===== config.mk =====
export PLATFORM = sky130hd
export DESIGN_NAME = rbs_front
export DESIGN_NICKNAME = d
export VERILOG_FILES = /design/src/sv/rbs_pkg.sv /design/src/sv/rbs_front.sv
export SDC_FILE = /design/constraint.sdc
export NUM_CORES = 1
export LEC_CHECK = 0
export BUFFER_PORTS_ARGS = -buffer_cell sky130_fd_sc_hd__buf_4
export CAP_MARGIN = 0
export CORE_AREA = 2 2 353 250
export DETAILED_ROUTE_END_ITERATION = 16
export DIE_AREA = 0 0 355 252
export GPL_TIMING_DRIVEN = 0
export REMOVE_ABC_BUFFERS = 1
export SYNTH_ARGS = -nofsm -noshare
export SYNTH_HDL_FRONTEND = slang
export SYNTH_SLANG_ARGS = --single-unit
export TNS_END_PERCENT = 30

===== constraint.sdc =====
create_clock -name vclk -period 13.6
set_input_delay 2.72 -clock vclk [all_inputs]
set_output_delay 2.72 -clock vclk [all_outputs]
set_load 0.1 [all_outputs]

===== src/sv/rbs_pkg.sv =====
`timescale 1ns / 1ps
// Shared types and constants for the 2D ray versus box slab intersection block.
package rbs_pkg;

    localparam int COORD_W = 32;
    localparam int DIR_W   = 16;
    localparam int FRAC_W  = 14;
    localparam int MAG_W   = 34;
    localparam int DVD_W   = MAG_W + FRAC_W;
    localparam int T_W     = DVD_W + 2;
    localparam int IN_W    = 6 * COORD_W + 2 * DIR_W;
    localparam int OUT_W   = 40;

    typedef logic signed [T_W-1:0] t_dist;

    localparam t_dist T_POS_INF = {2'b01, {DVD_W{1'b0}}};
    localparam t_dist T_NEG_INF = {2'b11, {DVD_W{1'b0}}};
    localparam logic [COORD_W-1:0] MISS_DIST = 32'hFFFF_0000;
    localparam logic [COORD_W-1:0] DIST_MAX  = 32'h7FFF_FFFF;

    typedef struct packed {
        logic neg_a;
        logic neg_b;
        logic zero;
        logic ok;
    } t_flags;

    typedef struct packed {
        t_flags x;
        t_flags y;
    } t_side;

    typedef struct packed {
        logic [DIR_W-1:0] dsr;
        logic [DVD_W-1:0] dvd_a;
        logic [DVD_W-1:0] dvd_b;
        t_flags           flg;
    } t_axis;

    typedef struct packed {
        t_axis x;
        t_axis y;
    } t_query;

endpackage


===== src/sv/rbs_front.sv =====
`timescale 1ns / 1ps
// Front end: box corners, plane offsets and divide operands for both axes.
module rbs_front (
    input  logic [rbs_pkg::IN_W-1:0] i_data,
    output rbs_pkg::t_query          o_query
);
    import rbs_pkg::*;

    function automatic t_axis classify(
        input logic signed [COORD_W-1:0] c,
        input logic signed [COORD_W-1:0] h,
        input logic signed [COORD_W-1:0] o,
        input logic signed [DIR_W-1:0]   d
    );
        logic signed [MAG_W-1:0] p1;
        logic signed [MAG_W-1:0] p2;
        logic signed [MAG_W-1:0] bmin;
        logic signed [MAG_W-1:0] bmax;
        logic signed [MAG_W:0]   na;
        logic signed [MAG_W:0]   nb;
        logic        [MAG_W:0]   ma;
        logic        [MAG_W:0]   mb;
        logic signed [DIR_W:0]   de;
        t_axis                   r;
        p1   = MAG_W'(c) + MAG_W'(h);
        p2   = MAG_W'(c) - MAG_W'(h);
        bmin = (p1 < p2) ? p1 : p2;
        bmax = (p1 < p2) ? p2 : p1;
        na   = (MAG_W+1)'(bmin) - (MAG_W+1)'(o);
        nb   = (MAG_W+1)'(bmax) - (MAG_W+1)'(o);
        ma   = na[MAG_W] ? -na : na;
        mb   = nb[MAG_W] ? -nb : nb;
        de   = (DIR_W+1)'(d);
        r.dsr       = de[DIR_W] ? DIR_W'(-de) : DIR_W'(de);
        r.dvd_a     = {ma[MAG_W-1:0], {FRAC_W{1'b0}}};
        r.dvd_b     = {mb[MAG_W-1:0], {FRAC_W{1'b0}}};
        r.flg.neg_a = na[MAG_W] ^ d[DIR_W-1];
        r.flg.neg_b = nb[MAG_W] ^ d[DIR_W-1];
        r.flg.zero  = (d == '0);
        r.flg.ok    = (d != '0) || (na <= 0 && nb >= 0);
        return r;
    endfunction

    always_comb begin
        o_query.x = classify(i_data[0*COORD_W +: COORD_W], i_data[2*COORD_W +: COORD_W],
                             i_data[4*COORD_W +: COORD_W], i_data[6*COORD_W +: DIR_W]);
        o_query.y = classify(i_data[1*COORD_W +: COORD_W], i_data[3*COORD_W +: COORD_W],
                             i_data[5*COORD_W +: COORD_W],
                             i_data[6*COORD_W+DIR_W +: DIR_W]);
    end

endmodule


==> results.sh, run 1 <==
export IMPL_status="finished with violations"
export IMPL_failed_checks="setup timing"
export IMPL_layout_common_cells="buf_4, inv_1, ha_1"
export IMPL_area_growth_syn_to_layout_pct=50.11
export IMPL_synth_top_family_by_area="compound AO/OA/AOI/OAI gates"
export IMPL_synth_cell_type_count=96
export IMPL_synth_xor_area_share_pct=14.33
export IMPL_final_critical_path_setup_slack_ns=-0.3088
export IMPL_n_clock_buffer=0
export IMPL_setup_viol=50
export IMPL_relSlewSlack_pct=25.69
export IMPL_die_h_um=252
export IMPL_drt_vias_per_instance=5.289
export IMPL_critPathLaunchType="input pin"
export IMPL_portBuffers=400
export IMPL_grt_max_degree=27
export IMPL_crit_path_max_fanout=12
export IMPL_antenna_found_initial=11
export IMPL_crit_arrival_ns=11.19
export IMPL_grt_util_all_layers_pct=17.72
export IMPL_nNetsFinal=4211
export IMPL_synth_top_cell_area_share_pct=19.12
export IMPL_via_count=25420
export IMPL_final_seq_area_um2=0
export IMPL_yosys_area_share_simple_pct=20.15
export IMPL_drt_iter0_markers=2510
export IMPL_io_pins=456
export IMPL_drtPass1Iterations=8
export IMPL_hpwlAfterDp_mm=71.19
export IMPL_remaining_drc_errors=0
export IMPL_critical_path_max_stage_delay_ns=0.59
export IMPL_gp_congestion=0.9970
export IMPL_finalCritPeriodShare_pct=102.3
export IMPL_layout_drive_gt1_share_pct=33.36
export IMPL_synthCells=3117
export IMPL_grt_overflow=0
export IMPL_synth_area_um2=21330
export IMPL_rows=90
export IMPL_postRouteAntennaNets=0
export IMPL_synth_fa_ha_area_share_pct=19.92
export IMPL_synth_compound_area_share_pct=29.62
export IMPL_finalMaxSlewViolations=0
export IMPL_synthTopCellsByArea="ha_1, xnor2_1, a21oi_1"
export IMPL_synth_area_leader_cell="ha_1"
export IMPL_hold_viol=0
export IMPL_worst_setup_path_type="in -> out"
export IMPL_critPathRequiredTime_ns=10.88
export IMPL_synth_area_mux_share_pct=6.281
export IMPL_rsz0062_at_grt="yes"
export IMPL_hp_start="i_data[192]"
export IMPL_crit_path_end_kind="primary output"
export IMPL_fillers=8776
export IMPL_drt_total_wl_mm=89.99
export IMPL_final_util_pct=37.32
export IMPL_grt_pass1_wl_mm=127.3
export IMPL_ys_seq_area_share_pct=0
export IMPL_core_area_um2=85810
export IMPL_synth_warnings=0
export IMPL_cp_slowest_cell="or4_4"
export IMPL_die_area_um2=89460
export IMPL_wl_per_cell_um=18.72
export IMPL_fmax_mhz=71.90
export IMPL_hp_class="in -> out"
export IMPL_worstMarginPinSlew_ns=1.106
export IMPL_synth_area_per_cell_um2=6.844
export IMPL_cp_startpoint="i_data[32]"
export IMPL_die_x_um=355
export IMPL_seq_cells=0
export IMPL_start_util_pct=24.86
export IMPL_layout_min_cycle_time_ns=13.91
export IMPL_grt_pass1_vias=21800
export IMPL_layout_commonest_cell="buf_4"
export IMPL_maxCapViolCount=0
[cell families (layout without fill, tap and decap cells)]
group / count (synthesis) / count (layout)
compound gates: 959 / 963
xor+xnor: 349 / 349
fa+ha+maj: 335 / 335
buf+inv: 488 / 963
mux: 133 / 133
other cells: 1 / 61
simple gates: 852 / 852
[worst paths after layout]
check | slack, ns | cells past startpoint | end
max | -0.31 | 39 | o_query[0]
min | 5.79 | 2 | o_query[216]
[critical path: cells and delay by family]
kind | cells | cell delay (ns)
buf+inv | 7 | 0.95
simple gates | 9 | 2.15
fa+ha+maj | 4 | 1.02
compound gates | 17 | 3.71
xor+xnor | 1 | 0.24
mux | 1 | 0.34
[cells in the mapped netlist, types with 7 or more instances]
library cell  number
ha_1             326
inv_1            320
a21oi_1          274
xnor2_1          271
nor2_1           224
o21ai_0          185
nand2_1          177
mux2i_1          126
a21o_1            99
clkbuf_1          89
xor2_1            78
nor3_1            69
nand3_1           61
buf_4             60
a211oi_1          45
nand2b_1          44
o31ai_1           43
nor2b_1           40
nand4_1           38
o21a_1            38
o21bai_1          35
and3_1            33
and2_1            32
a31oi_1           31
or3_1             28
o211ai_1          24
or2_2             23
a2111oi_0         21
nor4_1            21
a211o_1           17
a21boi_0          13
o41ai_1           12
o31a_1            11
or4_1             11
nor3b_1            9
and4_1             8
buf_1              8
buf_2              8
fa_1               8
o22ai_1            8
a311oi_1           7
mux2_2             7
o2111a_1           7
[metal layers]
metal | GRT usage, % | vias to the layer above | wire length (um)
met2 | 24.25 | 1041 | 35710
met5 | 0 | - | 48
met3 | 2.004 | 133 | 6952
met4 | 3.257 | 8 | 2299
met1 | 28.75 | 12060 | 44980
li1 | - | 12180 | -
[stage by stage]
stage | setup TNS [ns] | hold WS (ns) | worst slack, ns | instances | instance area (um2)
finish | -5.758 | 5.789 | -0.3088 | 4806 | 32020
floorplan | -821.41 | 5.440 | -7.825 | 3007 | 20690
global route | -27.15 | 5.795 | -0.6873 | 4806 | 32020
detailed placement | -258.13 | 5.789 | -2.737 | 4567 | 25320
global placement | -1149.22 | 5.791 | -10.88 | 4557 | 25130
CTS | -5.373 | 5.789 | -0.2575 | 4704 | 28970
[area by class of cell]
class	instances	area (um2)	share of cell area (%)
Inverter	323	1220	3.809
Antenna cell	5	12.51	0.03907
Timing Repair Buffer	640	5724	17.87
Multi-Input combinational cell	2688	23630	73.78
Tap cell	1150	1439	4.493
[repair_timing]
| action | 4_1_cts | 5_1_grt |
|---|---|---|
| setup endpoints to repair | 138 | 138 |
| pin swaps | 151 | 210 |
| endpoints found under the hold margin | 0 | 0 |
| cloned | 7 | 3 |
| buffers inserted | 130 | 98 |
| hold buffers | 0 | 0 |
| gates resized for setup | 517 | 455 |
Power of run 1 is left out: the tool's default activity adds up to more than one toggle a clock period on the data nets, which glitch-free logic cannot reach.
==> run 2, diff against run 1 <==
Settings changed: ABC_AREA from default to 1, CORE_AREA 2 2 353 250 to 2 2 382 271, DIE_AREA 0 0 355 252 to 0 0 384 273.
==> results.sh, run 2 <==
export IMPL_status="finished clean"
export IMPL_fin_cells=6378
export IMPL_synthTopCellsByCount="nand2_1, inv_1, nor2_1, ha_1, a21oi_1"
export IMPL_antenna_cells=0
export IMPL_rows=98
export IMPL_grt_overflow=0
export IMPL_final_critical_path_setup_slack_ns=0.5073
export IMPL_seq_cells=0
export IMPL_critical_path_max_stage_delay_ns=0.42
export IMPL_yosysMostFrequentCell="nand2_1"
export IMPL_nNetsFinal=5588
export IMPL_hp_class="in -> out"
export IMPL_final_util_pct=28.96
export IMPL_via_count=30770
export IMPL_worst_setup_path_type="in -> out"
export IMPL_layout_min_cycle_time_ns=13.09
export IMPL_synth_top_cell_area_share_pct=21.11
export IMPL_ys_seq_area_share_pct=0
export IMPL_core_area_um2=101200
export IMPL_synth_area_per_cell_um2=5.344
export IMPL_layout_drive_gt1_share_pct=11.22
export IMPL_die_x_um=384
export IMPL_relSlewSlack_pct=6.431
export IMPL_postRouteAntennaNets=0
export IMPL_grt_pass1_vias=27310
export IMPL_finalCritPeriodShare_pct=96.27
export IMPL_worstMarginPinSlew_ns=1.389
export IMPL_die_h_um=273
export IMPL_synth_cell_type_count=61
export IMPL_synth_area_um2=25110
export IMPL_cp_slowest_cell="fa_1"
export IMPL_io_pins=456
export IMPL_hpwlAfterDp_mm=96.69
export IMPL_antenna_found_initial=2
export IMPL_critPathRequiredTime_ns=10.88
export IMPL_remaining_drc_errors=0
export IMPL_grt_max_degree=63
export IMPL_maxCapViolCount=0
export IMPL_layout_commonest_cell="nand2_1"
export IMPL_synth_warnings=0
export IMPL_drt_total_wl_mm=107.5
export IMPL_fillers=11670
export IMPL_crit_path_max_fanout=62
export IMPL_portBuffers=400
export IMPL_fmax_mhz=76.38
export IMPL_layout_common_cells="nand2_1, inv_1, nor2_1"
export IMPL_gp_congestion=0.9900
export IMPL_stdcell_area_um2=29300
export IMPL_cts_hold_buffers=0
export IMPL_start_util_pct=24.82
export IMPL_numPlacedInstances=6360
export IMPL_pre_cts_slack_ns=-0.8147
export IMPL_drtPass1Iterations=8
export IMPL_critPathLaunchType="input pin"
export IMPL_synthCells=4698
export IMPL_grt_util_all_layers_pct=19.33
export IMPL_n_clock_buffer=0
export IMPL_drt_vias_per_instance=4.824
export IMPL_wl_per_cell_um=16.86
export IMPL_crit_arrival_ns=10.37
export IMPL_final_seq_area_um2=0
export IMPL_drt_iter0_markers=2963
export IMPL_finalMaxSlewViolations=0
export IMPL_grt_pass1_wl_mm=160.5
export IMPL_synth_area_leader_cell="nand2_1"
export IMPL_synthTopCellsByArea="nand2_1, ha_1, inv_1"
export IMPL_placed_area_um2=28980
export IMPL_crit_path_end_kind="primary output"
export IMPL_multi_input_comb_area_um2=21490
export IMPL_die_area_um2=104800
export IMPL_area_growth_syn_to_layout_pct=16.69
export IMPL_setup_viol=0
export IMPL_crit_top_cell="nand2_1"
export IMPL_hold_viol=0
==> run 2: cell types whose count changed after synthesis, sizes merged, moves of 78 or more <==
cell	before	now
nand3	61	232
xnor2	271	48
xor2	78	266
inv	321	786
mux2i	126	0
a21o	99	21
nand2	177	1448
nor2	224	537
==> run 2: per-stage QoR <==
step,hold slack [ns],setup TNS [ns]
2_1_floorplan,5.440,0
3_3_place_gp,5.786,-6.928
3_5_place_dp,5.786,-9.598
4_1_cts,5.787,-0.02852
5_1_grt,5.788,-0.3886
6_report,5.788,0
==> run 2: path summary, 6_finish.rpt <==
kind	start	to	slack [ns]	cells past startpoint
max	i_data[96]	o_query[20]	0.51	42
min	i_data[221]	o_query[115]	5.79	3
==> run 2: repair_timing <==
action                                  CTS  global route
buffers inserted                          0            17
gates cloned                              0             1
gates resized for setup                   7            32
endpoints found under the setup margin   48           123
pin swaps                                 0             5
==> run 2: layout make-up <==
class,count,area share (%)
inverter,789,10.16
multi-input combinational,3821,73.35
tap,1350,5.765
timing repair buffer,417,10.70
timing repair inverter,1,0.02562
==> run 2: cells by family after synthesis <==
group	synth area share, %
AO/OA/AOI/OAI	14.46
XOR/XNOR	11.22
adder cells (fa/ha/maj)	16.88
buffers and inverters	15.88
other	0.01494
AND/OR/NAND/NOR	41.54
==> run 2: critical path: cells and delay by family <==
family	cells	cell delay, ns
buffers and inverters	5	0.96
adders and majority gates	4	1.24
and+or+nand+nor	24	2.96
AOI/OAI and AO/OA	7	1.70
xor gates and xnor gates	2	0.73
==> run 2: layer usage <==
metal  routed length (um)  vias up  track usage (%)
met3                 9560       54            2.517
met2                41080     1135            26.93
met5                   13        -                0
met4                 1367        2            2.167
met1                55480    14090            31.25
li1                     -    15490                -
Power of run 2 is left out for the same reason.
