### config.mk
export PLATFORM = sky130hd
export DESIGN_NAME = rbs_fifo
export DESIGN_NICKNAME = d
export VERILOG_FILES = /design/src/sv/rbs_pkg.sv /design/src/sv/rbs_fifo.sv
export SDC_FILE = /design/constraint.sdc
export NUM_CORES = 1
export LEC_CHECK = 0
export BUFFER_PORTS_ARGS = -buffer_cell sky130_fd_sc_hd__buf_2
export CORE_UTILIZATION = 40
export CTS_CLUSTER_DIAMETER = 200
export DETAILED_ROUTE_END_ITERATION = 7
export PLACE_DENSITY = 0.66
export SLEW_MARGIN = 20
export SYNTH_ARGS = -nofsm -noshare
export SYNTH_HDL_FRONTEND = slang
export SYNTH_SLANG_ARGS = --single-unit
export TNS_END_PERCENT = 1
### constraint.sdc
create_clock -name i_clk -period 10.83 [get_ports i_clk]
set_clock_uncertainty 0.1 [all_clocks]
set_input_delay 1.083 -clock i_clk [delete_from_list [all_inputs] [get_ports i_clk]]
set_output_delay 1.083 -clock i_clk [all_outputs]
set_load 0.03 [all_outputs]
### src/sv/rbs_pkg.sv
`timescale 1ns / 1ps
// Shared types and constants for the 2D ray versus box slab intersection block.
package rbs_pkg;

    localparam int COORD_W = 32;
    localparam int DIR_W   = 16;
    localparam int FRAC_W  = 14;
    localparam int MAG_W   = 34;
    localparam int DVD_W   = MAG_W + FRAC_W;
    localparam int T_W     = DVD_W + 2;
    localparam int IN_W    = 6 * COORD_W + 2 * DIR_W;
    localparam int OUT_W   = 40;

    typedef logic signed [T_W-1:0] t_dist;

    localparam t_dist T_POS_INF = {2'b01, {DVD_W{1'b0}}};
    localparam t_dist T_NEG_INF = {2'b11, {DVD_W{1'b0}}};
    localparam logic [COORD_W-1:0] MISS_DIST = 32'hFFFF_0000;
    localparam logic [COORD_W-1:0] DIST_MAX  = 32'h7FFF_FFFF;

    typedef struct packed {
        logic neg_a;
        logic neg_b;
        logic zero;
        logic ok;
    } t_flags;

    typedef struct packed {
        t_flags x;
        t_flags y;
    } t_side;

    typedef struct packed {
        logic [DIR_W-1:0] dsr;
        logic [DVD_W-1:0] dvd_a;
        logic [DVD_W-1:0] dvd_b;
        t_flags           flg;
    } t_axis;

    typedef struct packed {
        t_axis x;
        t_axis y;
    } t_query;

endpackage

### src/sv/rbs_fifo.sv
`timescale 1ns / 1ps
// Short queue of classified queries between front end and back end.
module rbs_fifo #(
    parameter int DEPTH = 4
) (
    input  logic            i_clk,
    input  logic            i_rst_n,
    input  logic            i_push,
    input  rbs_pkg::t_query i_data,
    output logic            o_full,
    input  logic            i_pop,
    output rbs_pkg::t_query o_data,
    output logic            o_empty
);
    import rbs_pkg::*;

    localparam int AW = (DEPTH > 1) ? $clog2(DEPTH) : 1;

    t_query          r_mem [DEPTH];
    logic [AW-1:0]   r_wr;
    logic [AW-1:0]   r_rd;
    logic [AW:0]     r_cnt;

    function automatic logic [AW-1:0] inc(input logic [AW-1:0] p);
        return (p == AW'(DEPTH - 1)) ? '0 : p + 1'b1;
    endfunction

    assign o_full  = (r_cnt == (AW+1)'(DEPTH));
    assign o_empty = (r_cnt == '0);
    assign o_data  = r_mem[r_rd];

    always_ff @(posedge i_clk) begin
        if (i_push) begin
            r_mem[r_wr] <= i_data;
        end
    end

    always_ff @(posedge i_clk) begin
        if (!i_rst_n) begin
            r_wr  <= '0;
            r_rd  <= '0;
            r_cnt <= '0;
        end else begin
            if (i_push) r_wr <= inc(r_wr);
            if (i_pop)  r_rd <= inc(r_rd);
            r_cnt <= r_cnt + (AW+1)'(i_push) - (AW+1)'(i_pop);
        end
    end

endmodule

==> results of run 1 <==
[stage by stage]
step	util, %	instances	instance area (sq um)	power, W	hold slack [ns]
after floorplan	-	1256	33900	0.00483	0.376
after global routing	48.3	2992	40500	0.00835	0.441
after global placement	44.7	2822	37500	0.00506	0.378
after detailed placement	44.7	2822	37500	0.00508	0.405
final	48.3	2999	40500	0.00808	0.414
after CTS	48.3	2991	40500	0.00818	0.414
[state kept, by name (all words and copies together) (netlist names), named ones only]
signal and cells:
r_rd 2, r_mem 928, r_wr 2, r_cnt 3
[metal layers]
metal | GRT usage, % | vias to the layer above
met5 | 0 | -
met4 | 4.46 | 26
met3 | 4.92 | 146
met2 | 24.4 | 459
met1 | 18.5 | 7814
li1 | - | 6541
[power groups by stage]
stage | combinational (W) | clock (W) | sequential, W
finish | 0.000808 | 0.00309 | 0.00418
global route | 0.000860 | 0.00330 | 0.00419
CTS | 0.000825 | 0.00317 | 0.00419
detailed placement | 0.000822 | 0 | 0.00426
global placement | 0.000810 | 0 | 0.00425
floorplan | 0.000559 | 0 | 0.00427
[worst max-delay path by stage]
stage / from / to / cells past startpoint
final: register / o_data[188] / 4
after global routing: register / o_data[188] / 4
after CTS: register / o_data[188] / 4
after detailed placement: register / o_data[188] / 4
after global placement: register / o_data[158] / 4
after floorplan: i_push / r_mem[0][0] / 1
[cells by family after synthesis]
group	Yosys count	synth area share, %
xor+xnor	1	0.0700
flops	937	82.7
buf+inv	59	1.21
fa+ha+maj	8	0.317
compound gates	2	0.0295
mux	234	15.5
simple gates	15	0.265
[synth_stat cells (3+ instances only)]
cell	instances	area, sq um
and2_1	6	37.5
buf_2	25	125
buf_6	21	236
clkbuf_1	6	22.5
dfxtp_1	9	180
edfxtp_1	928	27900
ha_1	7	87.6
inv_1	7	26.3
mux4_2	232	5230
nor2_1	3	11.3
[worst reg2reg max path, cell delays in order (launching register included)]
cell and delay, ns:
dfxtp_1 0.35, inv_1 0.10, ha_1 0.17, and2_4 0.67, buf_4 0.89
[final cells by class]
class | count | area, sq um
Fill cell | 6806 | 43300
Sequential cell | 937 | 28100
Multi-Input combinational cell | 260 | 5490
Timing Repair Buffer | 484 | 2520
Clock buffer | 111 | 2440
Tap cell | 1134 | 1420
Clock inverter | 58 | 537
Inverter | 7 | 26.3
Antenna cell | 8 | 20.0
==> reports/qor.yml, run 1 <==
die:
  core-area_sq_um: 83800
  start_util_pct: 40.5
  die_area_sq_um: 86000
  row_count: 106
  io_pins: 470
  die_y_microns: 293
  dieWidth_microns: 293
detailed_routing:
  wire_per_inst_microns: 21.5
  drc: 0
  drtPass1Iterations: 5
  dr.max_layer_used: "met5"
  drtAntennaViolNets: 0
  vias_per_cell: 5.00
  dr.first_iter.drc_count: 846
  vias: 15000
  wl_met1_mm: 25.4
  met3_length_mm: 5.07
  wirelength_mm: 64.6
  met2_length_mm: 32.4
pwr:
  seq_power_share_pct: 51.8
  power.leakage_nw: 13.4
  p_sw_w: 0.00187
  comb_power_share_pct: 10.0
  power_density_nw_per_um2: 200
  clock_power_share_pct: 38.2
  internal-power_w: 0.00621
  vdd_drop_max_mv: 0.145
  swShare_pct: 23.2
logic_synthesis:
  synth_area_sq_um: 33900
  synthFlopType: "edfxtp_1"
  synthDistinctLibCells: 18
  async_flop_share_pct: 0
  synth_fp_nets: 1500
  ys_warn_count: 0
  synth_edf_count: 928
  ys_seq_area_share_pct: 82.7
  syn_area_per_cell_sq_um: 27.0
  syn_inst: 1256
  synth_seq_cells: 937
clocking:
  clk_path_buf_depth: 3
  h-tree-depth: 3
  cts_hold_buf: 0
  clk_latency_ns: 0.63
  cts_resized: 0
  cts_sinks: 937
  postCtsSetupBuffers: 0
  cts_tree: "built"
  path_clk_slew_ns: 0.06
  cts_root_buf: "clkbuf_16"
  cts_made_buffers: 93
sta:
  worst_pin_slew_ns: 1.03
  drv_slew: 0
  setup_ws_ns: 5.84
  max_freq_mhz: 200
  rsz0062_at_grt: "no"
  fin_crit_sh_pct: 46.1
  layout_min_cycle_time_ns: 4.99
  setup_violations: 0
  max-slew-margin-rel_pct: 31.3
  hold_violations: 0
  tns_ns: 0
critical_path:
  r2r_slack_ns: 8.04
  path_max_fanout: 64
  critPathBufInv: 3
  cp_top_family: "buffers and inverters"
  worstPathCellList: "buf_4, buf_4, mux4_2, buf_2"
  crit_type: "reg2out"
  worst_r2r_endpoint: "r_mem[2][145]"
  crit_top_cell: "buf_4"
  timing.rr.start: "r_wr[0]"
  start_kind: "register"
  worst_r2r_path_depth: 4
  cp.required_ns: 9.65
  critPathMaxStageDelay_ns: 0.84
  end_kind: "output port"
  cp_data_arrival_time_ns: 3.81
  critical_path.slowest_cell: "buf_4"
global_routing:
  grtUsageTotal_pct: 14.8
  grt-ovfl-total: 0
  grt_max_degree: 121
  antenna_found_initial: 19
  grt_pass1_wl_mm: 96.0
  grt_pass1_vias: 15800
worst_hold_path:
  min_path_type: "reg2reg"
  min_path_cells: 2
  hp-start: "r_rd[0]"
place:
  place_congestion: 0.749
  portBuffers: 469
  dp_worst_setup_slack_ns: 6.39
  hpwlAfterDp_mm: 39.1
final_layout:
  layout-drive-gt1-share_pct: 46.0
  final_cell_mix: "edfxtp_1, buf_2, mux4_2, clkbuf_16, clkinv_1"
  area_delta_synth_final_pct: 19.4
  nNetsFinal: 2027
  final_common_cell: "edfxtp_1"
status:
  status: "finished, final reports clean"
job:
  maxCapViolations: 0
Note: power is estimated with default switching activity, not from simulation.
==> run 2, diff against run 1 <==
ABC_AREA = 1   (was default)
clock period = 5 ns   (was 10.83 ns; I/O delays follow)
==> reports/qor.yml, run 2 <==
status:
  status: "finished, final reports clean"
pwr:
  comb_power_share_pct: 12.5
  power.leakage_nw: 17.7
  power_density_nw_per_um2: 407
  seq_power_share_pct: 49.2
  swShare_pct: 25.0
  vdd_drop_max_mv: 0.352
  clock_power_share_pct: 38.3
  internal-power_w: 0.0139
  p_sw_w: 0.00465
final_layout:
  multi_input_area_sq_um: 6020
  nNetsFinal: 3686
  regArea_sq_um: 28100
  final_common_cell: "edfxtp_1"
  layout-drive-gt1-share_pct: 18.3
  stdcell_count: 4705
  largest_reg_flops: 928
  area_delta_synth_final_pct: 23.7
  utilization_pct: 49.9
  largest_register: "r_mem"
  fill_cells: 7670
  top_regs: "r_mem: 928 flops, r_cnt: 3 flops"
  final_cell_mix: "edfxtp_1, nand2_1, inv_1, buf_2, a21oi_1"
critical_path:
  path_max_fanout: 116
  cp_data_arrival_time_ns: 2.82
  start_kind: "register"
  cp.required_ns: 4.40
  end_kind: "output port"
  crit_type: "reg2out"
  r2r_slack_ns: 2.51
  worst_r2r_path_depth: 4
global_routing:
  grt-ovfl-total: 0
  grtUsageTotal_pct: 16.2
  busiest_layer: "met2"
  grt_pass1_wl_mm: 118
  antenna_found_initial: 3
  grt_pass1_vias: 22100
  met3_usage_pct: 4.02
  met1_usage_pct: 18.3
  grtUsageMet2_pct: 28.9
  grt_max_degree: 145
sta:
  drv_slew: 0
  setup_violations: 0
  rsz0062_at_grt: "no"
  worst_pin_slew_ns: 0.958
  fin_crit_sh_pct: 68.4
  max_freq_mhz: 292
  max-slew-margin-rel_pct: 36.2
  layout_min_cycle_time_ns: 3.42
  hold_violations: 0
place:
  place_congestion: 0.741
  dp_cells: 4295
  portBuffers: 469
  hpwlAfterDp_mm: 43.3
worst_hold_path:
  min_path_type: "in2reg"
  min_path_cells: 3
logic_synthesis:
  ys_warn_count: 0
  synth_most_common_cell: "edfxtp_1"
  synth_top_cell_area_share_pct: 75.5
  synth_area_leader_cell: "edfxtp_1"
  synth_area_sq_um: 36900
  yosys-top-cells-area: "edfxtp_1, inv_1, nand2_1, o211ai_1, a21oi_1"
  netlist_top_cells_count: "edfxtp_1, inv_1, nand2_1"
  synth_fp_nets: 3010
  async_flop_share_pct: 0
  syn_inst: 2766
  ys_seq_area_share_pct: 76.0
  syn_area_per_cell_sq_um: 13.3
  synth_edf_count: 928
  synthFlopType: "edfxtp_1"
  synthDistinctLibCells: 17
  synth_seq_cells: 937
job:
  maxCapViolations: 0
die:
  dieWidth_microns: 306
  row_count: 111
  start_util_pct: 40.3
  die_area_sq_um: 93500
  core-area_sq_um: 91500
  io_pins: 470
  die_y_microns: 306
detailed_routing:
  vias: 22400
  vias_per_cell: 4.76
  drtAntennaViolNets: 0
  drtPass1Iterations: 7
  wirelength_mm: 76.8
  drc: 0
  wire_per_inst_microns: 16.3
  dr.first_iter.drc_count: 1549
clocking:
  cts_tree: "built"
  cts_sinks: 937
  cts_resized: 0
  h-tree-depth: 3
  path_clk_slew_ns: 0.06
  clk_path_buf_depth: 3
  cts_hold_buf: 234
  cts_root_buf: "clkbuf_16"
  postCtsSetupBuffers: 0
  clk_latency_ns: 0.66
  cts_made_buffers: 97
[run 2: power by group through the flow]
stage	registers [W]	logic (W)	clock network, W
6_report	0.00914	0.00232	0.00710
5_1_grt	0.00916	0.00252	0.00758
4_1_cts	0.00914	0.00235	0.00728
3_5_place_dp	0.00930	0.00219	0
3_3_place_gp	0.00929	0.00216	0
2_1_floorplan	0.00933	0.00148	0
[run 2: through the flow]
step	instance area [sq um]	TNS (ns)	setup WS, ns	power, W	hold WS [ns]
global placement	40100	0	2.24	0.0114	0.390
CTS	45600	0	1.48	0.0188	0.0483
finish	45700	0	1.58	0.0186	0.102
global route	45600	0	1.34	0.0193	0.102
floorplan	36900	-592.91	-0.852	0.0108	0.371
detailed placement	40100	0	2.23	0.0115	0.398
[run 2: cell families (layout without fill, tap and decap cells)]
group | Yosys count | count (layout) | synth area share, %
adders and majority gates | 8 | 8 | 0.292
xor gates and xnor gates | 1 | 1 | 0.0237
buffers and inverters | 635 | 1385 | 7.67
DFF | 937 | 937 | 76.0
other | 0 | 3 | 0
and+or+nand+nor | 485 | 485 | 4.94
AOI/OAI and AO/OA | 700 | 700 | 11.1
[run 2: final timing paths]
path | end | start
min reg2reg | register | r_rd[0]
min | r_wr[1] | i_push
max reg2reg | r_mem[3][73] | r_wr[0]
max | o_data[76] | register
[run 2: final cells by class]
type | count | share of cell area (%)
Antenna cell | 3 | 0.0164
Clock buffer | 116 | 5.59
Clock inverter | 57 | 1.32
Inverter | 479 | 4.00
Multi-Input combinational cell | 1194 | 13.2
Sequential cell | 937 | 61.5
Tap cell | 1186 | 3.25
Timing Repair Buffer | 733 | 11.2
[run 2: metal layers]
layer / up-vias / share of wire [%] / routed length, microns
li1: 11000 / - / -
met1: 10700 / 40 / 30500
met2: 511 / 51 / 39400
met3: 140 / 5.9 / 4560
met4: 2 / 3.0 / 2300
met5: - / 0.016 / 12
[run 2: critical path, cell delays in order, from the launching register on]
cell and delay, ns:
dfxtp_4 0.94, buf_12 0.42, o211ai_1 0.17, nand2_1 0.13
buf_2 0.20
==> run 3, diff against run 2 <==
PLACE_DENSITY = 0.68   (was 0.66)
clock period = 2.9 ns   (was 5 ns; I/O delays follow)
==> reports/qor.yml, run 3 (synthesis gave the netlist of run 2 again) <==
status:
  status: "finished, final reports clean"
final_layout:
  stdcell_count: 4736
  fill_cells: 7582
  layout-drive-gt1-share_pct: 19.2
  final_cell_mix: "edfxtp_1, inv_1, nand2_1, buf_2"
  area_delta_synth_final_pct: 25.1
  final_common_cell: "edfxtp_1"
  largest_register: "r_mem"
  top_regs: "r_mem: 928 flops, r_cnt: 3 flops"
  utilization_pct: 50.4
  largest_reg_flops: 928
  nNetsFinal: 3710
global_routing:
  grt-ovfl-total: 0
  grt_pass1_wl_mm: 119
  grt_max_degree: 177
  grt_pass1_vias: 22400
  antenna_found_initial: 7
  grtUsageTotal_pct: 16.1
detailed_routing:
  drc: 0
  wire_per_inst_microns: 16.2
  vias_per_cell: 4.77
  vias: 22600
  wirelength_mm: 76.6
  drtAntennaViolNets: 0
  dr.first_iter.drc_count: 1644
  drtPass1Iterations: 5
place:
  hpwlAfterDp_mm: 44.5
  dp_cells: 4318
  portBuffers: 469
  place_congestion: 0.759
worst_hold_path:
  min_path_type: "in2reg"
clocking:
  cts_resized: 0
  h-tree-depth: 3
  cts_root_buf: "clkbuf_16"
  cts_made_buffers: 97
  path_clk_slew_ns: 0.06
  cts_tree: "built"
  cts_sinks: 937
  clk_latency_ns: 0.65
  clk_path_buf_depth: 3
sta:
  setup_violations: 0
  fin_crit_sh_pct: 92.4
  max_freq_mhz: 373
  hold_violations: 0
  rsz0062_at_grt: "no"
  max-slew-margin-rel_pct: 49.2
  worst_pin_slew_ns: 0.762
  drv_slew: 0
  layout_min_cycle_time_ns: 2.68
job:
  maxCapViolations: 0
die:
  die_y_microns: 306
  die_area_sq_um: 93500
  core-area_sq_um: 91500
  row_count: 111
  io_pins: 470
  dieWidth_microns: 306
  start_util_pct: 40.3
critical_path:
  start_kind: "register"
  crit_type: "reg2out"
  path_max_fanout: 106
  end_kind: "output port"
  cp_data_arrival_time_ns: 2.29
  cp.required_ns: 2.51
pwr:
  power.leakage_nw: 17.9
  power.total_w: 0.0323
  vdd_drop_max_mv: 0.751
  power_density_nw_per_um2: 700
-- run 3: changes by cell type in the layout (fill, tap and decap cells not counted), sizes merged --
cell,delta
clkbuf,+2
clkinvlp,+3
dlygate4sd3,+1
bufinv,+2
diode,+1
buf,+23
inv,-1
-- run 3: worst paths after layout --
| kind | from | endpoint | slack, ns | cells past startpoint |
|---|---|---|---|---|
| worst max-delay path | register | o_data[106] | 0.22 | 6 |
| worst min-delay path | i_data[154] | r_mem[2][154] | 0.27 | 2 |
| worst max register to register | r_wr[0] | r_mem[0][82] | 0.99 | 5 |
| worst min register to register | r_rd[0] | register | 0.40 | 2 |
-- run 3: worst max-delay path: stages (launching register included) --
cell and delay (ns):
dfxtp_4 0.42, buf_4 0.28, buf_12 0.36, a21oi_1 0.14, o21ai_0 0.11, nand2_1 0.08
buf_2 0.18
-- run 3: cell type report --
class / count / area, sq um / area share [%]
Clock inverter: 61 / 682 / 1.48
Multi-Input combinational cell: 1194 / 6040 / 13.1
Inverter: 479 / 1810 / 3.93
Antenna cell: 4 / 10.0 / 0.0217
Clock buffer: 118 / 2550 / 5.52
Sequential cell: 937 / 28100 / 60.8
Timing Repair Buffer: 757 / 5540 / 12.0
Tap cell: 1186 / 1480 / 3.21
-- run 3: metal layers --
layer / up-vias / GRT usage (%) / share of wire [%]
met5: - / 0 / 0.048
met3: 142 / 4.45 / 5.9
met4: 6 / 5.34 / 2.7
met2: 508 / 28.9 / 51
met1: 10800 / 18.5 / 40
li1: 11100 / - / -
-- run 3: per-stage QoR --
stage / area [sq um] / hold slack (ns) / setup slack (ns) / setup TNS, ns
finish: 46200 / 0.272 / 0.221 / 0
global route: 46200 / 0.236 / 0.0415 / 0
CTS: 46200 / 0.198 / 0.127 / 0
detailed placement: 40600 / 0.387 / 0.906 / 0
global placement: 40600 / 0.380 / 0.940 / 0
floorplan: 36900 / 0.283 / -1.67 / -1552.08
-- run 3: where the power goes --
group | internal, W | switching (W) | total [W] | leakage, nW
Sequential | 0.0156 | 0.000142 | 0.0157 | 8.60
Combinational | 0.00125 | 0.00288 | 0.00413 | 7.71
Clock | 0.00743 | 0.00503 | 0.0125 | 1.58
Total | 0.0242 | 0.00806 | 0.0323 | 17.9
-- run 3: timing repair --
item                                   4_1_cts  5_1_grt
endpoints found under the hold margin      937        0
setup buffers                                0        0
hold buffers                               235        0
